===== src/hdl/ktau_pkg.sv =====
package ktau_pkg;

    localparam int MAX_N      = 1024;
    localparam int NCELL      = 8;
    localparam int CELL_W     = 3;
    localparam int BANK_DEPTH = MAX_N / NCELL;
    localparam int ADDR_W     = 7;
    localparam int CNT_W      = 11;
    localparam int BLK_W      = 8;
    localparam int KEY_W      = 32;
    localparam int SUM_W      = 21;
    localparam int MAG_W      = 20;
    localparam int NT_W       = 20;
    localparam int FRAC       = 16;
    localparam int TAU_W      = 18;
    localparam int DEN_W      = 2 * NT_W;
    localparam int QUO_W      = 2 * FRAC + 3;
    localparam int NUM_BITS   = DEN_W + 2 * FRAC + 2;
    localparam int NUM_CNT_W  = 7;
    localparam int ROOT_W     = 18;
    localparam int RAD_W      = 2 * ROOT_W;
    localparam int SQ_CNT_W   = 5;
    localparam int SREM_W     = ROOT_W + 3;

    typedef enum logic [1:0] {
        TK_CMP  = 2'd0,
        TK_WR   = 2'd1,
        TK_COLL = 2'd2
    } tok_kind_t;

    typedef struct packed {
        logic                     valid;
        tok_kind_t                kind;
        logic [KEY_W-1:0]         x;
        logic [KEY_W-1:0]         y;
        logic [ADDR_W-1:0]        addr;
        logic [CNT_W-1:0]         cnt;
        logic signed [SUM_W-1:0]  sum;
        logic [NT_W-1:0]          cx;
        logic [NT_W-1:0]          cy;
    } tok_t;

    typedef enum logic [3:0] {
        ST_IDLE,
        ST_SWEEP,
        ST_WRITE,
        ST_COLLECT,
        ST_WAIT,
        ST_MUL,
        ST_TEST,
        ST_DIV,
        ST_SQRT,
        ST_DONE
    } state_t;

endpackage


===== src/hdl/ktau_isqrt.sv =====
// Digit-by-digit integer square root, one root bit per cycle.
module ktau_isqrt (
    input  logic                        clk,
    input  logic                        rst_n,
    input  logic                        start,
    input  logic [ktau_pkg::QUO_W-1:0]  rad,
    output logic                        done,
    output logic [ktau_pkg::ROOT_W-1:0] root
);

    logic [ktau_pkg::RAD_W-1:0]    rad_reg;
    logic [ktau_pkg::SREM_W-1:0]   rem_reg;
    logic [ktau_pkg::ROOT_W-1:0]   root_reg;
    logic [ktau_pkg::SQ_CNT_W-1:0] cnt_reg;
    logic                          busy_reg, done_reg;
    logic [ktau_pkg::SREM_W-1:0]   rem_sh, trial;
    logic                          ge;

    always_comb
    begin
        rem_sh = {rem_reg[ktau_pkg::SREM_W-3:0], rad_reg[ktau_pkg::RAD_W-1 -: 2]};
        trial  = {1'b0, root_reg, 2'b01};
        ge     = rem_sh >= trial;
    end

    always_ff @(posedge clk or negedge rst_n)
    begin
        if (!rst_n)
        begin
            busy_reg <= 1'b0;
            done_reg <= 1'b0;
            cnt_reg  <= '0;
        end
        else
        begin
            done_reg <= !start && busy_reg
                        && cnt_reg == ktau_pkg::SQ_CNT_W'(ktau_pkg::ROOT_W - 1);
            if (start)
            begin
                busy_reg <= 1'b1;
                cnt_reg  <= '0;
            end
            else if (busy_reg)
            begin
                cnt_reg <= cnt_reg + ktau_pkg::SQ_CNT_W'(1);
                if (cnt_reg == ktau_pkg::SQ_CNT_W'(ktau_pkg::ROOT_W - 1))
                    busy_reg <= 1'b0;
            end
        end
    end

    always_ff @(posedge clk)
    begin
        if (start)
        begin
            rad_reg  <= ktau_pkg::RAD_W'(rad);
            rem_reg  <= '0;
            root_reg <= '0;
        end
        else if (busy_reg)
        begin
            rad_reg  <= {rad_reg[ktau_pkg::RAD_W-3:0], 2'b00};
            rem_reg  <= ge ? rem_sh - trial : rem_sh;
            root_reg <= {root_reg[ktau_pkg::ROOT_W-2:0], ge};
        end
    end

    assign done = done_reg;
    assign root = root_reg;

endmodule


===== config.mk =====
export PLATFORM = sky130hd
export DESIGN_NAME = ktau_isqrt
export DESIGN_NICKNAME = d
export VERILOG_FILES = /design/src/hdl/ktau_pkg.sv /design/src/hdl/ktau_isqrt.sv
export SDC_FILE = /design/constraint.sdc
export NUM_CORES = 1
export LEC_CHECK = 0
export ABC_AREA = 1
export BUFFER_PORTS_ARGS = -buffer_cell sky130_fd_sc_hd__buf_2
export CAP_MARGIN = 15
export CORE_MARGIN = 2
export CORE_UTILIZATION = 25
export CTS_CLUSTER_DIAMETER = 80
export DETAILED_ROUTE_END_ITERATION = 10
export PLACE_DENSITY = 0.42
export SYNTH_ARGS = -nofsm -noshare
export SYNTH_HDL_FRONTEND = slang
export SYNTH_SLANG_ARGS = --single-unit

===== constraint.sdc =====
create_clock -name clk -period 4.7 [get_ports clk]
set_input_delay 0.47 -clock clk [delete_from_list [all_inputs] [get_ports clk]]
set_output_delay 0.47 -clock clk [all_outputs]
set_load 0.02 [all_outputs]

## Word level (Yosys, flattened, before mapping)

Cells that the tools add are included.

- Bits of input ports: 38
- Bits in writable memories: 0
- Latch bits: 0
- Word-level logic and storage cells: 23
- Memory bits (read-only): 0
- Flip-flop bits (word level): 80
- Memories kept: 0
- Output and inout bits: 19

- Add/sub/neg operators: 2
- Shift-type cells: 0
- Order comparisons: 1
- Equal/unequal tests: 1
- Multipliers: 0
- Div/mod/pow operators: 0
- Bitwise logic cells: 0
- Reduce and logical (&&, ||, !) cells: 4
- Multiplexer cells: 8

Operators by type and width:

| cell | number |
|---|---|
| 2-to-1 mux 35 bit | 2 |
| >= comparator 21 x 20 -> 1 bit | 1 |
| 2-to-1 mux 19 bit | 1 |
| subtractor 19 bit | 1 |
| 2-to-1 mux 5 bit | 2 |
| adder 5 x 1 -> 5 bit, second input constant | 1 |
| == test 5 bit, second input constant | 1 |
| 2-to-1 mux 1 bit | 3 |
| logical AND 1 bit | 2 |
| nonzero test 2 bit | 1 |
| logical NOT 1 bit | 1 |

## Longest topological paths before layout

Gate-level depths: netlist of the first run.

- Word-level depth: 4
- Mapped depth: 15

## Least setup slack after synthesis of the first run

Ideal clock, no wire load.

- Path kind: input-to-reg
- Start: input port start
- End: register rad_reg[0] (netlist bit), enable pin
- Data arrival time: 1.840 ns
- Stages: 3
- Slack: 2.447 ns
- Library setup time: 0.413 ns
- Buffers on the path: 1
- Cells stage by stage: nor2_1 -> clkinv_1 -> buf_1

- Word-level cells in the longest chain between the ends: 1

RTL lines:

| what | RTL line | RTL |
|---|---|---|
| start, declared | ktau_isqrt.sv:5 | `input logic start,` |
| nonzero test 2 bit (no source line) | -- |  |
| end signal, assigned | ktau_isqrt.sv:56 | `rad_reg <= ktau_pkg::RAD_W'(rad);` |
| end signal, assigned | ktau_isqrt.sv:62 | `rad_reg <= {rad_reg[ktau_pkg::RAD_W-3:0], 2'b00};` |
| end, declared | ktau_isqrt.sv:11 | `logic [ktau_pkg::RAD_W-1:0] rad_reg;` |

No other way between the ends.
A chain may end at the register's enable or synchronous reset.

## Worst setup path in the final report of the first run

- Start: register root_reg (netlist bit root[5])
- End: register rem_reg[18] (netlist bit)

- Word-level cells in the longest chain between the ends: 2
- Elaborated cells on any way between the ends: 3

RTL lines:

| what | RTL line | RTL |
|---|---|---|
| start, declared | ktau_isqrt.sv:13 | `logic [ktau_pkg::ROOT_W-1:0] root_reg;` |
| start signal, assigned | ktau_isqrt.sv:64 | `root_reg <= {root_reg[ktau_pkg::ROOT_W-2:0], ge};` |
| subtractor 19 bit / >= comparator 21 x 20 -> 1 bit (equally long branches) | ktau_isqrt.sv:63, ktau_isqrt.sv:23 |  |
| 2-to-1 mux 19 bit * | ktau_isqrt.sv:63 | `rem_reg <= ge ? rem_sh - trial : rem_sh;` |
| end signal, assigned | ktau_isqrt.sv:63 |  |
| end, declared | ktau_isqrt.sv:12 | `logic [ktau_pkg::SREM_W-1:0] rem_reg;` |

Mark *: on every way between the ends. The rest lies on a longest branch, timed or not.

==> impl_metrics.ini, run 1 <==
[cts]
h-tree-depth = 3
cts_made_buffers = 9
cts_buffer_depth = 2
cts.repair.resized = 0
post_cts_buffers = 0
clock_sinks = 80
clk_pin_slew_worst_paths_ns = 0.06
insertion_delay_ns = 0.33
hold_buffers = 1
tritoncts = built
clk_root_buffer_cell = clkbuf_16

[place]
post-place-ws_ns = 2.09
gp_congestion = 0.815
port_buffers = 56
post-dp-hpwl_microns = 8660

[floorplan]
rows = 49
fp.dieW_microns = 139
pin_count = 57
core-area_sq_um = 18000
die_area_sq_um = 19300
die_h_microns = 139
start_util_pct = 25.4

[sta]
rsz0062_at_grt = false
tightest_slew_ns = 1.02
fin_ws_ns = 2.44
slew_headroom_pct = 31.9
fmax_mhz = 442
period_needed_ns = 2.26
setup_viol_count_final = 0
hold_violations = 0
fin_tns_setup_ns = 0
finClkSkew_ns = 0.0107
finalCritPeriodShare_pct = 48.2
timing.hold.ws_ns = 0.392
finalMaxSlewViolations = 0

[cells_and_area]
layout-drive-gt1-share_pct = 15.2
final_nets = 726
syn2layout_area_growth_pct = 17.9
final_core_util_pct = 30.0
largest_reg_flops = 36
diodes = 0

[grt]
grt_overflow = 0
grt_antenna_before_repair = 0
grt_max_degree = 63
grt_pass1_wl_microns = 19900
track_usage_pct = 12.7
grt_pass1_vias = 3974

[worst_setup_path]
critPathLaunchType = flop
path_common_cell = nand2_1
crit_path_start = root[5]$_SDFFE_PP0P_
cp.required_ns = 4.93
crit_path_cell_trace = inv_1 > ha_1 > nand2_1 > inv_2 > nand2_1 > nor2_1 > nand3_1 > nand2_2 > nor2_8 > nand2_8 > nand2_2 > nand2_1 > nand2_1 > nand2_1
cp-endpoint = rem_reg[18]$_SDFFE_PP0P_
crit_path_top_delay_cell = ha_1
r2r_setup_slack_ns = 2.44
worstRegToRegCells = 14
r2r-end = rem_reg[18]$_SDFFE_PP0P_
cp_top_family = simple AND/OR/NAND/NOR gates
r2r-start = root[5]$_SDFFE_PP0P_
slowest_delay_ns = 0.37
crit_buf_inv = 2
cp-end-kind = flop
crit_cells = 14
path_max_fanout = 19
path_class = reg2reg
cp.arrival_ns = 2.49

[synthesis]
syn_inst = 614
synth.area.top_cells = edfxtp_1 23%, nand2_1 20%, dfxtp_1 17%
yosysTopAreaCell = edfxtp_1
seq_area_frac_synth_pct = 43.6
yosysUniqueCellTypes = 35
synth-seq-cells = 80
synthArstFlopShare_pct = 8.75
synth_top_area_share_pct = 23.0
synthFlopType = dfxtp_1
avgSynthCellArea_sq_um = 7.43
synth-edff-count = 35
syn_nets = 674
syn_area_sq_um = 4560
yosys_warnings = 0

[flow_run]
maxCapViolCount = 0

[detailed_routing]
drtIter0Drc = 174
viasPerCell = 4.40
drc = 0
via_count = 3963
first_pass_iters = 4
wl_microns = 11800
wl_per_cell_microns = 13.1
ant_nets = 0

[power]
max-vdd-ir-drop_mv = 0.199
leakage_nw = 2.70
total_power_mw = 3.42
cellPowerDensity_nw_per_um2 = 636

[worst_hold_path]
hold_path_class = in2reg

[status]
outcome = complete, no violations
layout by cell type, fill, tap and decap left out, drive strengths merged:
master,count
ha,22
a21oi,18
nand3,45
xnor2,6
nand4,4
buf,58
o22ai,18
o21ai,19
nor2,27
clkinv,2
dlygate4sd3,1
dfrtp,7
edfxtp,35
nand3b,8
and2,1
nand2,256
dfxtp,38
inv,84
bufinv,1
clkbuf,14
xor2,3
nor3,4
how the worst min path moves through the flow:
stage | cells past startpoint | start | endpoint
floorplan | 0 | rst_n | busy_reg$_DFF_PN0_
detailed placement | 1 | rst_n | done$_DFF_PN0_
global placement | 1 | rst_n | cnt_reg[4]$_DFFE_PN0P_
global route | 3 | rad[2] | rad_reg[2]$_DFFE_PP_
finish | 3 | rad[0] | rad_reg[0]$_SDFFCE_PN0P_
CTS | 3 | rad[0] | rad_reg[0]$_SDFFCE_PN0P_
layout make-up:
cell class | count | area (sq um)
Multi-Input combinational cell | 431 | 2160
Sequential cell | 80 | 1990
Clock inverter | 2 | 35.0
Fill cell | 1961 | 12600
Inverter | 85 | 319
Tap cell | 229 | 287
Timing Repair Buffer | 59 | 305
Clock buffer | 14 | 290
worst reg2reg max path: cells and delay by family (launching register included):
family	cells	cell delay, ns
buf+inv	2	0.13
simple gates	11	1.32
fa+ha+maj	1	0.37
flops	1	0.32
metal layers:
| metal | GRT usage (%) | vias up | part of all wire (%) |
|---|---|---|---|
| li1 | - | 2051 | - |
| met5 | 0 | - | 0 |
| met3 | 2.87 | 7 | 5.0 |
| met1 | 16.8 | 1817 | 49 |
| met2 | 20.6 | 88 | 45 |
| met4 | 3.77 | 0 | 1.1 |
kinds of logic after synthesis:
group           synth area share, %
compound gates                 6.86
simple gates                   32.7
xor+xnor                       1.73
fa+ha+maj                      6.03
flops                          43.6
buf+inv                        9.16
stage by stage:
step	cell area, sq um	cells
final	5380	900
after detailed placement	5040	883
after floorplan	4560	614
after global placement	5040	883
after global routing	5380	900
after CTS	5380	900
synth_stat cells (4+ instances only):
cell,instances
a21oi_1,16
clkbuf_1,11
dfrtp_1,7
dfxtp_1,38
edfxtp_1,35
ha_1,22
inv_1,70
inv_2,13
nand2_1,249
nand2_2,4
nand3_1,42
nand3b_1,8
nand4_1,4
nor2_1,24
o21ai_0,15
o21ai_1,4
o22ai_1,18
xnor2_1,6
power by group:
group	switching, mW	total, mW	internal, mW
clock	0.282	0.765	0.482
sequential	0.0604	0.903	0.843
combinational	1.14	1.75	0.614
(Power assumes the default switching activity.)
==> run 2, diff against run 1 <==
--- a/config.mk
+++ b/config.mk
@@ -12,7 +12,7 @@
 export CORE_UTILIZATION = 25
 export CTS_CLUSTER_DIAMETER = 80
 export DETAILED_ROUTE_END_ITERATION = 10
-export PLACE_DENSITY = 0.42
+export PLACE_DENSITY = 0.43
 export SYNTH_ARGS = -nofsm -noshare
 export SYNTH_HDL_FRONTEND = slang
 export SYNTH_SLANG_ARGS = --single-unit
==> constraint.sdc (replaced) <==
create_clock -name clk -period 1.9 [get_ports clk]
set_input_delay 0.19 -clock clk [delete_from_list [all_inputs] [get_ports clk]]
set_output_delay 0.19 -clock clk [all_outputs]
set_load 0.02 [all_outputs]
==> impl_metrics.ini, run 2 (synthesized netlist as in run 1, its figures left out) <==
[flow_run]
maxCapViolCount = 0

[worst_setup_path]
cp.required_ns = 2.13
r2r-start = root[10]$_SDFFE_PP0P_
cp-end-kind = flop
r2r_setup_slack_ns = 0.07
r2r-end = rem_reg[10]$_SDFFE_PP0P_
path_class = reg2reg
critPathLaunchType = flop
cp.arrival_ns = 2.06
worstRegToRegCells = 14
path_max_fanout = 7

[cts]
clk_pin_slew_worst_paths_ns = 0.06
h-tree-depth = 3
cts_made_buffers = 9
cts_buffer_depth = 2
clk_root_buffer_cell = clkbuf_16
insertion_delay_ns = 0.34
tritoncts = built
clock_sinks = 80

[cells_and_area]
layout_commonest_cell = nand2_1
multi_input_area_sq_um = 2580
layout-drive-gt1-share_pct = 40.3
stdcell_count = 996
largest_reg_flops = 36
syn2layout_area_growth_pct = 44.2
final_core_util_pct = 36.6
diodes = 0
n_fill_cell = 1842
register_area_sq_um = 2020
final_cell_mix = 219 x nand2_1, 91 x buf_4, 56 x inv_1, 56 x buf_2, 36 x nand3_1
final_nets = 822

[detailed_routing]
ant_nets = 0
wl_microns = 13100
wl_per_cell_microns = 13.2
drtIter0Drc = 168
first_pass_iters = 7
drc = 0
viasPerCell = 4.32
via_count = 4304

[sta]
period_needed_ns = 1.83
slew_headroom_pct = 61.4
finalCritPeriodShare_pct = 96.2
finClkSkew_ns = 0.00557
setup_viol_count_final = 0
tightest_slew_ns = 0.578
rsz0062_at_grt = true
fmax_mhz = 547
finalMaxSlewViolations = 0
hold_violations = 0

[place]
port_buffers = 56
post-dp-hpwl_microns = 9990
gp_congestion = 0.839
dp.cells = 970

[power]
p_seq_share_pct = 22.0
p_int_mw = 6.24
netSwitchingPower_mw = 4.56
cellPowerDensity_nw_per_um2 = 1640
swShare_pct = 42.2
max-vdd-ir-drop_mv = 0.564
total_power_mw = 10.8
leakage_nw = 3.21
combPwrFrac_pct = 61.3
clkPwrFrac_pct = 16.7

[grt]
grt_pass1_wl_microns = 21500
grt_antenna_before_repair = 0
grt_pass1_vias = 4275
track_usage_pct = 13.9
grt_max_degree = 38
grt_overflow = 0

[status]
outcome = complete, no violations

[worst_hold_path]
whs_path_depth = 3
hold_path_class = in2reg
holdPathEnd = rad_reg[1]$_SDFFCE_PN0P_
hp-start = rad[1]

[floorplan]
die_area_sq_um = 19300
die_h_microns = 139
pin_count = 57
rows = 49
fp.dieW_microns = 139
core-area_sq_um = 18000
start_util_pct = 25.4
-- run 2: changes by cell type in the layout (fill, tap and decap cells not counted), sizes merged --
cell | previous run | this run
inv | 84 | 85
clkinvlp | 0 | 3
buf | 58 | 154
clkbuf | 14 | 10
-- run 2: layer usage --
layer  up-vias  GRT usage (%)  wire length [microns]
met5         -              0                      0
met4         0           5.05                    237
met3        15           2.18                    469
met2        76           22.7                   6080
met1      1965           18.7                   6320
li1       2248              -                      -
-- run 2: layout make-up --
| cell class | count | share of cell area (%) |
|---|---|---|
| clock buffer | 10 | 3.63 |
| clock inverter | 6 | 1.01 |
| inverter | 85 | 4.85 |
| multi-input combinational | 431 | 39.2 |
| sequential | 80 | 30.7 |
| tap | 229 | 4.36 |
| timing repair buffer | 155 | 16.2 |
-- run 2: metrics by stage --
stage	setup WS [ns]	setup TNS [ns]	cell area [sq um]	hold slack, ns
after detailed placement	-0.157	-2.23	5730	0.0266
after CTS	0.00365	0	6220	0.0919
after global routing	-0.0476	-0.298	6580	0.115
final	0.0721	0	6580	0.104
after floorplan	0.0185	0	4590	-0.106
after global placement	-0.161	-2.37	5730	0.0317
-- run 2: worst max path at each step --
stage / from / endpoint / slack [ns] / depth (start not counted)
global route: root[6]$_SDFFE_PP0P_ / rem_reg[16]$_SDFFE_PP0P_ / -0.05 / 15
CTS: root[17]$_SDFFE_PP0P_ / rem_reg[0]$_SDFFE_PP0P_ / 0.004 / 12
global placement: root[16]$_SDFFE_PP0P_ / rem_reg[9]$_SDFFE_PP0P_ / -0.16 / 11
finish: root[10]$_SDFFE_PP0P_ / rem_reg[10]$_SDFFE_PP0P_ / 0.07 / 14
detailed placement: root[16]$_SDFFE_PP0P_ / rem_reg[7]$_SDFFE_PP0P_ / -0.16 / 11
floorplan: root[16]$_SDFFE_PP0P_ / rem_reg[10]$_SDFFE_PP0P_ / 0.02 / 12
-- run 2: critical path: stages (launching register included) --
cell and delay, ns:
dfxtp_2 0.34, inv_2 0.05, ha_4 0.28, nand2_2 0.06, inv_2 0.07, nand2_4 0.07
nor3_4 0.17, nand2_2 0.09, nand2_4 0.10, nand2_8 0.08, nand2_8 0.11, buf_12 0.11
nand2_1 0.05, nand3_1 0.08, nand2_1 0.06
-- run 2: timing repair --
item	CTS	global route
endpoints found under the hold margin	7	0
hold buffers	1	0
pin swaps	2	30
buffers inserted	1	8
gates resized for setup	24	94
endpoints found under the setup margin	20	20
-- run 2: power by group through the flow --
| stage | combinational (mW) | sequential, mW | clock [mW] |
|---|---|---|---|
| 2_1_floorplan | 3.50 | 2.26 | 0 |
| 3_3_place_gp | 5.54 | 2.32 | 0 |
| 3_5_place_dp | 5.52 | 2.31 | 0 |
| 4_1_cts | 5.85 | 2.32 | 1.86 |
| 5_1_grt | 7.36 | 2.40 | 1.94 |
| 6_report | 6.62 | 2.37 | 1.80 |
==> run 3, diff against run 2 <==
--- a/config.mk
+++ b/config.mk
@@ -8,10 +8,12 @@
 export ABC_AREA = 1
 export BUFFER_PORTS_ARGS = -buffer_cell sky130_fd_sc_hd__buf_2
 export CAP_MARGIN = 15
+export CORE_ASPECT_RATIO = 0.8
 export CORE_MARGIN = 2
 export CORE_UTILIZATION = 25
 export CTS_CLUSTER_DIAMETER = 80
 export DETAILED_ROUTE_END_ITERATION = 10
+export GPL_ROUTABILITY_DRIVEN = 0
 export PLACE_DENSITY = 0.43
 export SYNTH_ARGS = -nofsm -noshare
 export SYNTH_HDL_FRONTEND = slang
==> impl_metrics.ini, run 3 (synthesized netlist as in run 1, its figures left out) <==
[status]
outcome = complete, no violations

[detailed_routing]
drc = 0
wl_per_cell_microns = 13.8
wl_microns = 13700
ant_nets = 0
first_pass_iters = 4
via_count = 4404
viasPerCell = 4.43
drtIter0Drc = 218

[worst_setup_path]
cp.required_ns = 2.17
cp.arrival_ns = 2.15
path_class = reg2reg
path_max_fanout = 5
critPathLaunchType = flop
worstRegToRegCells = 13
cp-end-kind = flop

[cts]
insertion_delay_ns = 0.34
cts_buffer_depth = 2
clock_sinks = 80
tritoncts = built
clk_pin_slew_worst_paths_ns = 0.06
cts_made_buffers = 9
clk_root_buffer_cell = clkbuf_16
h-tree-depth = 3

[sta]
tightest_slew_ns = 0.597
finalCritPeriodShare_pct = 98.8
hold_violations = 0
setup_viol_count_final = 0
fin_ws_ns = 0.0234
fin_tns_setup_ns = 0
finalMaxSlewViolations = 0
period_needed_ns = 1.88
fmax_mhz = 533
rsz0062_at_grt = true
slew_headroom_pct = 60.1
finClkSkew_ns = 0.00706

[grt]
grt_overflow = 0
grt_max_degree = 38
track_usage_pct = 14.1
grt_antenna_before_repair = 0
grt_pass1_wl_microns = 21900
grt_pass1_vias = 4396

[floorplan]
pin_count = 57
start_util_pct = 25.3
rows = 44
core-area_sq_um = 18000
die_area_sq_um = 19400
die_h_microns = 125
fp.dieW_microns = 155

[cells_and_area]
layout_commonest_cell = nand2_1
final_core_util_pct = 36.8
final_nets = 819
n_fill_cell = 1885
fin_area_sq_um = 6630
final_cell_mix = 226 x nand2_1, 82 x buf_4, 56 x buf_2
syn2layout_area_growth_pct = 45.2
layout-drive-gt1-share_pct = 38.7
diodes = 0
largest_reg_flops = 36

[place]
port_buffers = 56
post-place-ws_ns = -0.211
post_dp_cell_area_sq_um = 5650
post-dp-hpwl_microns = 9600

[power]
cellPowerDensity_nw_per_um2 = 1640
max-vdd-ir-drop_mv = 0.625
p_seq_share_pct = 21.3
combPwrFrac_pct = 64.0
total_power_mw = 10.9
leakage_nw = 3.22
clkPwrFrac_pct = 14.7
swShare_pct = 43.9
netSwitchingPower_mw = 4.78
p_int_mw = 6.10

[worst_hold_path]
hold_path_class = in2reg
whs_path_depth = 3

[flow_run]
maxCapViolCount = 0
[run 3: changes by cell type in the layout (fill, tap and decap cells not counted), sizes merged]
cell	change
clkbuf	+2
buf	-8
nand2	+4
clkinv	+2
bufinv	-1
clkinvlp	-1
inv	-1
[run 3: layout make-up]
class / count / area [sq um] / area share (%)
inverter: 85 / 319 / 4.82
sequential: 80 / 2010 / 30.4
tap: 230 / 288 / 4.34
clock inverter: 5 / 33.8 / 0.510
clock buffer: 11 / 233 / 3.51
timing repair buffer: 148 / 1060 / 15.9
multi-input combinational: 435 / 2680 / 40.5
[run 3: repair_timing]
action / in CTS / in global routing
pin swaps: 9 / 32
setup buffers: 10 / 6
endpoints found under the hold margin: 7 / 0
gates resized for setup: 32 / 81
endpoints found under the setup margin: 20 / 20
gates cloned: 2 / 3
hold buffers: 1 / 0
[run 3: per-layer routing]
metal / global-route usage (%) / vias to the layer above / wire length [microns]
met4: 3.49 / 0 / 145
li1: - / 2249 / -
met3: 3.62 / 15 / 646
met1: 19.2 / 2051 / 6620
met5: 0 / - / 0
met2: 22.2 / 89 / 6270
[run 3: final timing paths]
check                                    startpoint  slack [ns]                        to
setup / recovery              root[10]$_SDFFE_PP0P_        0.02   rem_reg[4]$_SDFFE_PP0P_
hold / removal                               rad[1]        0.11  rad_reg[1]$_SDFFCE_PN0P_
setup reg to reg              root[10]$_SDFFE_PP0P_        0.02   rem_reg[4]$_SDFFE_PP0P_
hold reg to reg            rem_reg[18]$_SDFFE_PP0P_        0.47  rem_reg[18]$_SDFFE_PP0P_
max in group asynchronous                     rst_n        1.54    cnt_reg[3]$_DFFE_PN0P_
min in group asynchronous                     rst_n        0.21    cnt_reg[1]$_DFFE_PN0P_
[run 3: worst max-delay path, stage by stage (launching register included)]
cell	delay [ns]
dfxtp_2	0.33
inv_2	0.05
ha_4	0.29
nand2_2	0.06
inv_2	0.08
nand2_4	0.07
nor3_4	0.21
nand2_4	0.10
nand2_8	0.09
nand2_8	0.10
buf_12	0.16
nand3_2	0.05
nand2_1	0.05
o21ai_1	0.16
[run 3: power by group through the flow]
stage | clock network, mW | registers [mW] | logic, mW
2_1_floorplan | 0 | 2.26 | 3.50
4_1_cts | 1.66 | 2.29 | 6.00
3_5_place_dp | 0 | 2.27 | 5.24
5_1_grt | 1.73 | 2.34 | 7.64
6_report | 1.60 | 2.31 | 6.96
3_3_place_gp | 0 | 2.26 | 5.26
[run 3: per-stage QoR]
stage / cells / hold WS (ns)
6_report: 994 / 0.108
3_3_place_gp: 956 / 0.0281
2_1_floorplan: 614 / -0.106
5_1_grt: 994 / 0.111
4_1_cts: 985 / 0.0948
3_5_place_dp: 956 / 0.0313
