<file path="src/hdl/ktau_pkg.sv">
package ktau_pkg;

    localparam int MAX_N      = 1024;
    localparam int NCELL      = 8;
    localparam int CELL_W     = 3;
    localparam int BANK_DEPTH = MAX_N / NCELL;
    localparam int ADDR_W     = 7;
    localparam int CNT_W      = 11;
    localparam int BLK_W      = 8;
    localparam int KEY_W      = 32;
    localparam int SUM_W      = 21;
    localparam int MAG_W      = 20;
    localparam int NT_W       = 20;
    localparam int FRAC       = 16;
    localparam int TAU_W      = 18;
    localparam int DEN_W      = 2 * NT_W;
    localparam int QUO_W      = 2 * FRAC + 3;
    localparam int NUM_BITS   = DEN_W + 2 * FRAC + 2;
    localparam int NUM_CNT_W  = 7;
    localparam int ROOT_W     = 18;
    localparam int RAD_W      = 2 * ROOT_W;
    localparam int SQ_CNT_W   = 5;
    localparam int SREM_W     = ROOT_W + 3;

    typedef enum logic [1:0] {
        TK_CMP  = 2'd0,
        TK_WR   = 2'd1,
        TK_COLL = 2'd2
    } tok_kind_t;

    typedef struct packed {
        logic                     valid;
        tok_kind_t                kind;
        logic [KEY_W-1:0]         x;
        logic [KEY_W-1:0]         y;
        logic [ADDR_W-1:0]        addr;
        logic [CNT_W-1:0]         cnt;
        logic signed [SUM_W-1:0]  sum;
        logic [NT_W-1:0]          cx;
        logic [NT_W-1:0]          cy;
    } tok_t;

    typedef enum logic [3:0] {
        ST_IDLE,
        ST_SWEEP,
        ST_WRITE,
        ST_COLLECT,
        ST_WAIT,
        ST_MUL,
        ST_TEST,
        ST_DIV,
        ST_SQRT,
        ST_DONE
    } state_t;

endpackage

</file>
<file path="src/hdl/ktau_div.sv">
// Restoring divider, one quotient bit per cycle: (num << 2F+2) / den.
module ktau_div (
    input  logic                       clk,
    input  logic                       rst_n,
    input  logic                       start,
    input  logic [ktau_pkg::DEN_W-1:0] num,
    input  logic [ktau_pkg::DEN_W-1:0] den,
    output logic                       done,
    output logic [ktau_pkg::QUO_W-1:0] quo
);

    logic [ktau_pkg::NUM_BITS-1:0]  num_reg;
    logic [ktau_pkg::DEN_W-1:0]     den_reg;
    logic [ktau_pkg::DEN_W-1:0]     rem_reg;
    logic [ktau_pkg::QUO_W-1:0]     quo_reg;
    logic [ktau_pkg::NUM_CNT_W-1:0] cnt_reg;
    logic                           busy_reg, done_reg;
    logic [ktau_pkg::DEN_W:0]       rem_sh;
    logic                           ge;

    always_comb
    begin
        rem_sh = {rem_reg, num_reg[ktau_pkg::NUM_BITS-1]};
        ge     = rem_sh >= {1'b0, den_reg};
    end

    always_ff @(posedge clk or negedge rst_n)
    begin
        if (!rst_n)
        begin
            busy_reg <= 1'b0;
            done_reg <= 1'b0;
            cnt_reg  <= '0;
        end
        else
        begin
            done_reg <= !start && busy_reg
                        && cnt_reg == ktau_pkg::NUM_CNT_W'(ktau_pkg::NUM_BITS - 1);
            if (start)
            begin
                busy_reg <= 1'b1;
                cnt_reg  <= '0;
            end
            else if (busy_reg)
            begin
                cnt_reg <= cnt_reg + ktau_pkg::NUM_CNT_W'(1);
                if (cnt_reg == ktau_pkg::NUM_CNT_W'(ktau_pkg::NUM_BITS - 1))
                    busy_reg <= 1'b0;
            end
        end
    end

    always_ff @(posedge clk)
    begin
        if (start)
        begin
            num_reg <= {num, {(ktau_pkg::NUM_BITS - ktau_pkg::DEN_W){1'b0}}};
            den_reg <= den;
            rem_reg <= '0;
            quo_reg <= '0;
        end
        else if (busy_reg)
        begin
            num_reg <= {num_reg[ktau_pkg::NUM_BITS-2:0], 1'b0};
            rem_reg <= ge ? ktau_pkg::DEN_W'(rem_sh - {1'b0, den_reg})
                          : rem_sh[ktau_pkg::DEN_W-1:0];
            quo_reg <= {quo_reg[ktau_pkg::QUO_W-2:0], ge};
        end
    end

    assign done = done_reg;
    assign quo  = quo_reg;

endmodule

</file>
<file path="config.mk">
export PLATFORM = sky130hd
export DESIGN_NAME = ktau_div
export DESIGN_NICKNAME = d
export VERILOG_FILES = /design/src/hdl/ktau_pkg.sv /design/src/hdl/ktau_div.sv
export SDC_FILE = /design/constraint.sdc
export NUM_CORES = 1
export LEC_CHECK = 0
export BUFFER_PORTS_ARGS = -buffer_cell sky130_fd_sc_hd__clkbuf_2
export CAP_MARGIN = 20
export CORE_UTILIZATION = 35
export CTS_CLUSTER_SIZE = 25
export DETAILED_ROUTE_END_ITERATION = 10
export PLACE_DENSITY = 0.63
export SETUP_SLACK_MARGIN = 0.05
export SYNTH_ARGS = -nofsm -noshare
export SYNTH_HDL_FRONTEND = slang
export SYNTH_SLANG_ARGS = --single-unit
</file>
<file path="constraint.sdc">
create_clock -name clk -period 3.97 [get_ports clk]
set_input_delay 0.5955 -clock clk [delete_from_list [all_inputs] [get_ports clk]]
set_output_delay 0.5955 -clock clk [all_outputs]
set_load 0.03 [all_outputs]
</file>
# After elaboration in Yosys (flattened, before gate mapping)
# Cells that the tools add are included.
# totals
regBits	164
latchBits	0
ram_bits	0
rom_bits	0
inputBits	83
out_inout_bits	36
elab_cells	23
memories	0
# classes
addsub	2
n_mul	0
div	0
order_cmp	1
eq_ne	1
shift	0
n_mux	8
bitwise_logic	0
n_reduce_logical	4
# op_table
op	n
2-to-1 mux 74 bit	2
>= comparator 41 x 40 -> 1 bit	1
2-to-1 mux 40 bit	1
subtractor 40 bit	1
2-to-1 mux 7 bit	2
adder 7 x 1 -> 7 bit, second input constant	1
== test 7 bit, second input constant	1
2-to-1 mux 1 bit	3
logical AND 1 bit	2
nonzero test 2 bit	1
zero test 1 bit	1

# Depth between registers and ports, before layout
# Gate-level depths: netlist of run 1.
# logic_depth
word_depth	4
depth_mapped	14
ltp_nobuf	11

# Worst setup path before layout of run 1
# No wires, ideal clock.
# synth_path
path_type	register to register
from	reg den_reg[34] in the netlist's numbering
to	reg rem_reg[13] in the netlist's numbering
setup_time_ps	88
t_arrival_ps	2682
required_ps	3882
setup_slack_ps	1200
stages_incl_launch_ff	15
path_buffers	4
period_less_slack_ps	2770
path_cell_list	edfxtp_1 inv_1 ha_1 buf_2 a21o_1 a311o_1 a21oi_2 nand4b_1 or3_1 buf_4 nand2_4 buf_6 buf_4 nand2_1 a311oi_2
# synth_via
elab_chain_cells	2
# synth_rtl
element	line_no	text
start, declared	ktau_div.sv:13	logic [ktau_pkg::DEN_W-1:0] den_reg;
start signal, assigned	ktau_div.sv:58	den_reg <= den;
>= comparator 41 x 40 -> 1 bit	ktau_div.sv:24	ge = rem_sh >= {1'b0, den_reg};
2-to-1 mux 40 bit	ktau_div.sv:65	rem_reg <= ge ? ktau_pkg::DEN_W'(rem_sh - {1'b0, den_reg})
end signal, assigned	ktau_div.sv:65	
end, declared	ktau_div.sv:14	logic [ktau_pkg::DEN_W-1:0] rem_reg;
# No other way between the ends.
# A chain may end at the register's enable or synchronous reset.

# Worst setup path in the final report of run 1
# layout_path
from	reg den_reg[6] in the netlist's numbering
to	reg rem_reg[3] in the netlist's numbering
# The elaborated chain is that of the path after synthesis.

==> metrics.yaml, run 1 <==
run_status:
  status: "finished, final reports clean"
clock_network:
  h-tree-depth: 4
  clk_latency_ps: 440
  cts_tree: "built"
  clk_pin_slew_worst_paths_ps: 80
  cts.sinks: 164
  cts_root_buf: "clkbuf_16"
  clockBufferDepth: 2
  cts_made_buffers: 17
synthesis:
  syn_nets: 1024
  synthMuxAreaShare_pct: 9.08
  avgSynthCellArea_um2: 9.96
  synth_top_area_share_pct: 26.9
  synth_simple_gate_area_share_pct: 16.0
  synth_xor_area_share_pct: 3.04
  ys_ff_latch: 164
  synth_top_cell_by_area: "edfxtp_1"
  ys_types: 66
  async_flop_share_pct: 5.49
  synth_compound_area_share_pct: 15.1
  synth_edf_count: 80
  syn_inst: 898
  synth-adder-area-share_pct: 6.10
  synth_flop_cell: "edfxtp_1"
  seq_area_frac_synth_pct: 46.2
  syn-cell-area_mm2: 0.00894
  synth_area_leaders: "edfxtp_1 27%, dfxtp_1 17%, ha_1 5.9%"
  yosys_warnings: 0
  synth_top_family_by_area: "simple AND/OR/NAND/NOR gates"
floorplan:
  fp.dieW_um: 162
  start_util_pct: 35.6
  ios: 119
  die_area_mm2: 0.0262
  fp-row-count: 58
  die_h_um: 162
  core_mm2: 0.0251
critical_path:
  cp-end-kind: "flop"
  critPathLaunchType: "flop"
  critPathTopFamily: "simple AND/OR/NAND/NOR gates"
  slowest_stage: "or4_4"
  max_stage_delay_ps: 550
  cp.required_ps: 4320
  cp_max_fo: 41
  cp.arrival_ps: 3730
  path_class: "flop to flop"
  crit_chain: "inv_1, ha_1, nand4_2, or4_4, nor4_4, nand4b_1, or3_1, nand2_4, or3b_1, a311oi_2"
  crit_buf_inv: 1
placed_design:
  dp.cells: 1307
  gp_congestion: 0.871
  dp.final_hpwl_um: 14300
  port-buffer-count: 118
layout:
  syn_to_final_growth_pct: 16.8
  final_cell_mix: "117 x clkbuf_2, 97 x nand2_1, 96 x nor2_1, 80 x edfxtp_1, 75 x dfxtp_1"
  mostFrequentLayoutCell: "clkbuf_2"
  drive_gt1_share_pct: 22.1
  fin_util_pct: 41.6
  antenna_cells: 0
  n_fill_cell: 2534
  final_cell_count_no_fill: 1340
  fin_nets: 1123
power:
  seqPwrFrac_pct: 48.2
  p_leak_nw: 4.62
  ir_worst_vdd_mv: 0.290
  total_power_mw: 3.92
  intPower_mw: 2.92
  p_sw_mw: 1.00
  power_density_mw_per_mm2: 376
  comb_power_share_pct: 8.2
  swShare_pct: 25.6
  clkPwrFrac_pct: 43.6
detailed_routing:
  viasPerCell: 5.17
  drc_errors: 0
  ant_nets: 0
  wl_per_cell_um: 15.4
  drtPass1Iterations: 5
  totalWireLength_um: 20600
  via_count: 6930
  first_iter_violations: 331
min_path:
  min_path_type: "input pin to flop"
flow_run:
  maxCapViolations: 0
grt:
  grt_max_degree: 71
  grt_first_pass_wirelength_um: 34100
  grt_use_total_pct: 16.2
  grt_pass1_vias: 6835
  overflow: 0
  antenna_found_initial: 0
sta:
  maxSlewViolCount: 0
  hold_viol: 0
  rsz0062_at_grt: "no"
  setup_tns_ps: 0
  max_slew_margin_pct: 30.3
  min_period_over_period_pct: 85.2
  fmax_mhz: 296
  setup_viol: 0
  fin_crit_ps: 3380
  fin_worst_skew_ps: 21.9
  worst_pin_slew_ps: 1020
-- metal layers --
metal,global-route usage (%),wire length (um),up-vias
li1,-,-,3461
met1,20.8,9500,3277
met2,26.9,9720,169
met3,3.80,1070,23
met4,5.23,343,0
met5,0,0,-
-- area by class of cell --
| class | instances | area (um2) | area share (%) |
|---|---|---|---|
| well taps | 330 | 413 | 3.95 |
| flip-flops and latches | 164 | 4130 | 39.6 |
| multi-input cells | 635 | 4410 | 42.2 |
| clock inverters | 15 | 189 | 1.81 |
| clock buffers | 17 | 425 | 4.07 |
| repair buffers | 127 | 679 | 6.51 |
| inverters | 52 | 195 | 1.87 |
-- per-stage QoR --
stage / hold slack, ps / area [um2] / setup WS [ps]
finish: 323 / 10400 / 588
global route: 306 / 10400 / 365
CTS: 310 / 10400 / 571
detailed placement: 465 / 9820 / 607
global placement: 467 / 9820 / 741
floorplan: 300 / 8940 / 1200
-- what timing repair did --
action	4_1_cts	5_1_grt
setup endpoints to repair	0	0
hold buffers	1	0
hold endpoints to repair	1	0
resized for setup	0	0
buffers inserted	0	0
-- power groups by stage --
stage	sequential (mW)	clock (mW)	combinational [mW]
detailed placement	1.93	0	0.321
global route	1.90	1.83	0.363
finish	1.89	1.71	0.323
global placement	1.92	0	0.319
CTS	1.89	1.77	0.325
floorplan	1.92	0	0.223
-- cells by family (layout without fill, tap and decap cells) --
family	count (synthesis)	in the layout
DFF	164	164
and+or+nand+nor	300	300
buffers and inverters	99	211
xor gates and xnor gates	31	31
AOI/OAI and AO/OA	185	185
muxes	76	76
adders and majority gates	43	43
-- worst paths after layout --
kind | start | end | slack [ps] | cells after the start
setup / recovery | den_reg[6]$_DFFE_PP_ | rem_reg[3]$_SDFFE_PP0P_ | 590 | 10
hold / removal | den[22] | den_reg[22]$_DFFE_PP_ | 320 | 1
setup reg to reg | den_reg[6]$_DFFE_PP_ | rem_reg[3]$_SDFFE_PP0P_ | 590 | 10
hold reg to reg | rem_reg[19]$_SDFFE_PP0P_ | rem_reg[19]$_SDFFE_PP0P_ | 490 | 2
max in group asynchronous | rst_n | busy_reg$_DFF_PN0_ | 3180 | 2
min in group asynchronous | rst_n | cnt_reg[1]$_DFFE_PN0P_ | 560 | 2
-- synth_stat cells, drive strengths merged (5+ instances only) --
| master | n |
|---|---|
| nand2 | 98 |
| nor2 | 96 |
| edfxtp | 80 |
| dfxtp | 75 |
| inv | 52 |
| a21oi | 50 |
| ha | 42 |
| mux2 | 41 |
| mux2i | 35 |
| clkbuf | 33 |
| o21ai | 33 |
| a311oi | 27 |
| nand3 | 23 |
| xor2 | 19 |
| nand4 | 17 |
| a21o | 16 |
| buf | 14 |
| xnor2 | 12 |
| and2 | 9 |
| dfrtp | 9 |
| nor3 | 9 |
| or3 | 9 |
| o211ai | 8 |
| nand4b | 7 |
| a211oi | 6 |
| o21bai | 6 |
| a31oi | 5 |
| and3 | 5 |
| nor2b | 5 |
| o21a | 5 |
(Power assumes the default switching activity.)
==> run 2: changes to the inputs <==
Settings changed: ABC_AREA set to 1, CAP_MARGIN 20 to unset, CORE_ASPECT_RATIO set to 1.4.
==> run 2 against run 1 <==
Net effect: synthesized cell count increased by 51%; first-iteration DRC count increased by 9.7%; clock power about the same; global-route usage increased by 2.7 points; via count increased by 21%; critical path type unchanged; largest power group unchanged; highest routed layer unchanged.
==> metrics.yaml, run 2 <==
grt:
  grt_max_degree: 73  # +2.8%
  met1_usage_pct: 19.7  # -1.0 points
  grt_use_total_pct: 18.9  # +2.7 points
  gr-usage-met2_pct: 35.3  # +8.4 points
  grt.busiest_layer: "met2"
  grt_first_pass_wirelength_um: 41400  # +21%
  grt_pass1_vias: 8538  # +25%
  antenna_found_initial: 0  # unchanged
  met3_usage_pct: 4.14  # +0.34 points
  overflow: 0  # unchanged
power:
  p_leak_nw: 5.75  # +24%
  ir_worst_vdd_mv: 0.311  # +7.1%
  power_density_mw_per_mm2: 361  # -3.8%
synthesis:
  yosys_warnings: 0  # unchanged
  synth_top_cell_by_area: "edfxtp_1"
  synth_flop_cell: "edfxtp_1"
  async_flop_share_pct: 5.49  # unchanged
  ys_types: 41  # -38%
  synth_edf_count: 80  # unchanged
  syn_inst: 1359  # +51%
  avgSynthCellArea_um2: 7.11  # -29%
  seq_area_frac_synth_pct: 42.7  # -3.4 points
  yosys.cell_count.top_type: "nand2_1"
  syn_nets: 1485  # +45%
  syn-cell-area_mm2: 0.00966  # +8.1%
  synth_commonest_cells: "520 x nand2_1, 250 x inv_1, 88 x nand3_1, 80 x edfxtp_1, 75 x dfxtp_1"
  synth_area_leaders: "edfxtp_1 25%, nand2_1 20%, dfxtp_1 16%"
  synth_top_area_share_pct: 24.9  # -2.0 points
  ys_ff_latch: 164  # unchanged
detailed_routing:
  drtPass1Iterations: 5  # unchanged
  first_iter_violations: 363  # +9.7%
  via_count: 8416  # +21%
  wl_per_cell_um: 13.6  # -12%
  viasPerCell: 4.56  # -12%
  drc_errors: 0  # unchanged
  totalWireLength_um: 25100  # +22%
  ant_nets: 0  # unchanged
critical_path:
  critPathLaunchType: "flop"
  cp_max_fo: 41  # unchanged
  cp.required_ps: 4310  # about the same
  cp-end-kind: "flop"
  path_class: "flop to flop"
  cp.arrival_ps: 3180  # -550 ps
floorplan:
  start_util_pct: 35.8  # +0.17 points
  core_mm2: 0.0270  # +7.6%
  die_area_mm2: 0.0283  # +8.0%
  die_h_um: 199  # +23%
  fp-row-count: 71  # +22%
  fp.dieW_um: 142  # -12%
  ios: 119  # unchanged
layout:
  antenna_cells: 0  # unchanged
  final_cell_mix: "520 x nand2_1, 250 x inv_1, 117 x clkbuf_2, 88 x nand3_1, 80 x edfxtp_1"
  fin_area_mm2: 0.0112  # +7.4%
  fin_nets: 1595  # +42%
  drive_gt1_share_pct: 12.8  # -9.3 points
  mostFrequentLayoutCell: "nand2_1"
  syn_to_final_growth_pct: 16.1
  fin_util_pct: 41.5  # -0.067 points
sta:
  setup_tns_ps: 0  # unchanged
  worst_pin_slew_ps: 968  # -51.3 ps
  setup_viol: 0  # unchanged
  maxSlewViolCount: 0  # unchanged
  hold_viol: 0  # unchanged
  fmax_mhz: 352  # +19%
  rsz0062_at_grt: "no"
  fin_worst_skew_ps: 9.10  # -12.8 ps
  fin_crit_ps: 2840  # -543 ps
  min_period_over_period_pct: 71.5  # -14 points
  max_slew_margin_pct: 35.1  # +4.8 points
clock_network:
  clockBufferDepth: 2  # unchanged
  post_cts_buffers: 0  # unchanged
  cts_tree: "built"
  cts.sinks: 164  # unchanged
  clk_pin_slew_worst_paths_ps: 70  # about the same
  clk_latency_ps: 440  # about the same
  cts_root_buf: "clkbuf_16"
  cts_made_buffers: 17  # unchanged
  h-tree-depth: 4  # unchanged
placed_design:
  place_area_mm2: 0.0106  # +8.0%
  dp.final_hpwl_um: 19200  # +34%
  port-buffer-count: 118  # unchanged
  gp_congestion: 0.954  # +9.5%
run_status:
  status: "finished, final reports clean"
flow_run:
  maxCapViolations: 0  # unchanged
min_path:
  min_path_type: "input pin to flop"
==> run 2: cell count changes in the layout (fill, tap and decap cells not counted), moves of 23 or more <==
cell,delta
nor2_1,-23
nand2_1,+423
o22ai_1,+34
mux2_2,-41
inv_1,+198
mux2i_1,-35
nand3_1,+65
==> run 2: path summary, 6_finish.rpt <==
path / slack, ps / cells after the start / end / startpoint
min: 330 / 1 / den_reg[1]$_DFFE_PP_ / den[1]
max reg2reg: 1130 / 12 / rem_reg[28]$_SDFFE_PP0P_ / den_reg[34]$_DFFE_PP_
min in group asynchronous: 570 / 2 / cnt_reg[4]$_DFFE_PN0P_ / rst_n
max in group asynchronous: 3200 / 2 / done$_DFF_PN0_ / rst_n
min reg2reg: 480 / 2 / rem_reg[24]$_SDFFE_PP0P_ / rem_reg[24]$_SDFFE_PP0P_
max: 1130 / 12 / rem_reg[28]$_SDFFE_PP0P_ / den_reg[34]$_DFFE_PP_
==> run 2: layer usage <==
layer  routed length (um)  up-vias
met5                    0        -
met4                  982        0
met3                 1120       46
met2                13100      162
met1                 9920     3780
li1                     -     4428
==> run 2: cells by family (layout without fill, tap and decap cells) <==
family / count (synthesis) / count (layout) / synth area share, %
and+or+nand+nor: 737 / 737 / 31.9
buffers and inverters: 288 / 411 / 11.5
DFF: 164 / 164 / 42.7
AOI/OAI and AO/OA: 105 / 105 / 6.17
adders and majority gates: 43 / 43 / 5.65
xor gates and xnor gates: 22 / 22 / 1.99
==> run 2: timing repair <==
action | in CTS | in global routing
gates resized for setup | 0 | 0
hold buffers | 1 | 0
hold endpoints to repair | 7 | 0
==> run 2: final cells by class <==
class | count | area (um2)
clock buffers | 18 | 429
clock inverters | 14 | 166
fillers | 2930 | 15800
inverters | 255 | 957
multi-input cells | 907 | 4420
flip-flops and latches | 164 | 4130
well taps | 365 | 457
repair buffers | 124 | 653
==> run 2: power breakdown <==
group          internal, mW  switching (mW)
combinational         0.167           0.276
clock                 0.946           0.750
sequential             1.87          0.0386
==> run 2: stage by stage <==
step / hold WS, ps / power (mW) / worst slack [ps] / cells
5_1_grt: 310 / 4.23 / 773 / 1847
3_5_place_dp: 461 / 2.40 / 1100 / 1814
4_1_cts: 310 / 4.10 / 1090 / 1847
2_1_floorplan: 300 / 2.25 / 1140 / 1359
6_report: 325 / 4.05 / 1130 / 1847
3_3_place_gp: 442 / 2.39 / 1150 / 1814
==> run 2: critical path, stage by stage (launching register included) <==
cell and delay (ps):
edfxtp_1 320, inv_1 40, ha_1 350, a21oi_1 230
o21ai_1 100, a21oi_1 180, nand2_2 110, nor2_8 460
nand2_4 400, nand2_1 320, nand2_1 90, nand2_1 70
nand2_1 40
==> run 3: changes to the inputs <==
Clock period 3.97 ns to 2.7 ns, I/O delays scaled along.
==> run 3 against run 2 <==
Net effect: global-route usage increased by 0.096 points; largest power group unchanged; critical path type unchanged; combinational power increased by 49%; critical path depth increased by 2.
==> metrics.yaml, run 3 (synthesis results as in run 2) <==
power:
  intPower_mw: 4.40  # +47%
  p_sw_mw: 1.54  # +45%
  seqPwrFrac_pct: 47.3  # about the same
  swShare_pct: 26.0  # -0.34 points
  p_leak_nw: 5.79  # +0.65%
  comb_power_share_pct: 11.1  # +0.2 points
  clkPwrFrac_pct: 41.7  # -0.2 points
  power_density_mw_per_mm2: 529  # +46%
  ir_worst_vdd_mv: 0.442  # +42%
detailed_routing:
  ant_nets: 0  # unchanged
  drtPass1Iterations: 5  # unchanged
  drc_errors: 0  # unchanged
  wl_per_cell_um: 13.6  # about the same
  via_count: 8460  # +0.52%
  viasPerCell: 4.57  # +0.20%
  first_iter_violations: 356  # -1.9%
  totalWireLength_um: 25200  # +0.36%
clock_network:
  cts_hold_buf: 1  # unchanged
  clk_pin_slew_worst_paths_ps: 70  # about the same
  cts_made_buffers: 17  # unchanged
  clockBufferDepth: 2  # unchanged
  cts.sinks: 164  # unchanged
  cts_root_buf: "clkbuf_16"
  post_cts_resized: 0  # unchanged
  cts_tree: "built"
  clk_latency_ps: 440  # about the same
  post_cts_buffers: 0  # unchanged
  h-tree-depth: 4  # unchanged
layout:
  antenna_cells: 0  # unchanged
  final_cell_mix: "520 x nand2_1, 250 x inv_1, 117 x clkbuf_2, 88 x nand3_1, 80 x edfxtp_1"
  drive_gt1_share_pct: 13.0  # +0.28 points
  fin_nets: 1601  # +0.38%
  syn_to_final_growth_pct: 16.5
  mostFrequentLayoutCell: "nand2_1"
min_path:
  min-delay-start: "den[30]"
  min_path_cells: 1  # unchanged
  min_path_type: "input pin to flop"
  holdPathEnd: "den_reg[30]$_DFFE_PP_"
grt:
  grt_first_pass_wirelength_um: 41800  # +1.0%
  grt_use_total_pct: 19.0  # +0.096 points
  grt_max_degree: 94  # +29%
  overflow: 0  # unchanged
  antenna_found_initial: 0  # unchanged
  grt_pass1_vias: 8685  # +1.7%
critical_path:
  path_class: "flop to flop"
  cp.arrival_ps: 2780  # -400 ps
  critPathLaunchType: "flop"
  cp.required_ps: 3030  # -1280 ps
  r2r_start: "den_reg[16]$_DFFE_PP_"
  r2r_end: "rem_reg[37]$_SDFFE_PP0P_"
  cp-end-kind: "flop"
  cp_max_fo: 21  # -49%
  r2r_cells: 14  # +2
  r2r_slack_ps: 250  # -880 ps
flow_run:
  maxCapViolations: 0  # unchanged
sta:
  maxSlewViolCount: 0  # unchanged
  rsz0062_at_grt: "no"
  setup_tns_ps: 0  # unchanged
  fmax_mhz: 409  # +16%
  fin_crit_ps: 2450  # -393 ps
  fin_worst_skew_ps: 9.28  # +0.181 ps
  worst_pin_slew_ps: 950  # -17.7 ps
  setup_viol: 0  # unchanged
  hold_viol: 0  # unchanged
  max_slew_margin_pct: 36.3  # +1.2 points
  min_period_over_period_pct: 90.6  # +19 points
  hold_slack_ps: 141  # -184 ps
floorplan:
  core_mm2: 0.0270  # unchanged
  fp-row-count: 71  # unchanged
  die_area_mm2: 0.0283  # unchanged
  start_util_pct: 35.8  # unchanged
  die_h_um: 199  # unchanged
  ios: 119  # unchanged
  fp.dieW_um: 142  # unchanged
placed_design:
  dp.final_hpwl_um: 19400  # +0.81%
  port-buffer-count: 118  # unchanged
  gp_congestion: 0.995  # +4.3%
run_status:
  status: "finished, final reports clean"
run 3: cell types whose count changed in the layout (fill, tap and decap cells not counted), sizes merged:
cell / before / now
inv: 260 / 258
clkbuf: 135 / 136
clkinvlp: 5 / 2
buf: 6 / 12
clkinv: 2 / 6
run 3: how the worst max path moves through the flow:
| stage | start | to | slack, ps | cells past startpoint |
|---|---|---|---|---|
| 3_5_place_dp | den_reg[16]$_DFFE_PP_ | rem_reg[37]$_SDFFE_PP0P_ | 230 | 14 |
| 5_1_grt | den_reg[16]$_DFFE_PP_ | rem_reg[33]$_SDFFE_PP0P_ | 50 | 14 |
| 4_1_cts | den_reg[16]$_DFFE_PP_ | rem_reg[37]$_SDFFE_PP0P_ | 220 | 14 |
| 2_1_floorplan | start | num_reg[34]$_SDFFCE_PN0P_ | 60 | 4 |
| 6_report | den_reg[16]$_DFFE_PP_ | rem_reg[37]$_SDFFE_PP0P_ | 250 | 14 |
| 3_3_place_gp | den_reg[16]$_DFFE_PP_ | rem_reg[37]$_SDFFE_PP0P_ | 240 | 14 |
run 3: layout make-up:
class                           count  area (um2)
Fill cell                        2852       15800
Timing Repair Buffer              130         698
Clock buffer                       19         443
Clock inverter                     13         146
Sequential cell                   164        4130
Tap cell                          365         457
Inverter                          255         957
Multi-Input combinational cell    907        4420
run 3: power by group through the flow:
stage	logic (mW)	clock network [mW]	registers, mW
global placement	0.660	0	2.86
global route	0.754	2.63	2.83
detailed placement	0.665	0	2.86
floorplan	0.464	0	2.85
CTS	0.669	2.54	2.81
finish	0.658	2.48	2.81
run 3: through the flow:
stage | util (%) | worst slack [ps] | power [mW] | area (um2) | std cells
2_1_floorplan | - | 57.4 | 3.31 | 9660 | 1359
3_3_place_gp | 39.4 | 244 | 3.52 | 10700 | 1820
3_5_place_dp | 39.4 | 234 | 3.53 | 10700 | 1820
4_1_cts | 41.7 | 221 | 6.02 | 11300 | 1853
5_1_grt | 41.7 | 53.8 | 6.21 | 11300 | 1853
6_report | 41.7 | 254 | 5.95 | 11300 | 1853
run 3: layer usage:
metal | global-route usage [%] | up-vias | part of all wire [%]
met3 | 4.12 | 61 | 4.5
li1 | - | 4453 | -
met2 | 34.9 | 170 | 51
met5 | 0 | - | 0
met4 | 10.2 | 0 | 4.7
met1 | 20.1 | 3776 | 40
run 3: critical path, stage by stage, from the launching register on:
cell and delay, ps:
edfxtp_1 330, inv_1 40, ha_1 410, nand2_1 140, nor2_2 230, nand2_2 90, nor2_2 140, nand3_1 100
nand2_2 120, nor2_8 70, nand2_4 80, buf_4 270, nand3_1 160, nand2_1 90, nand2_1 50
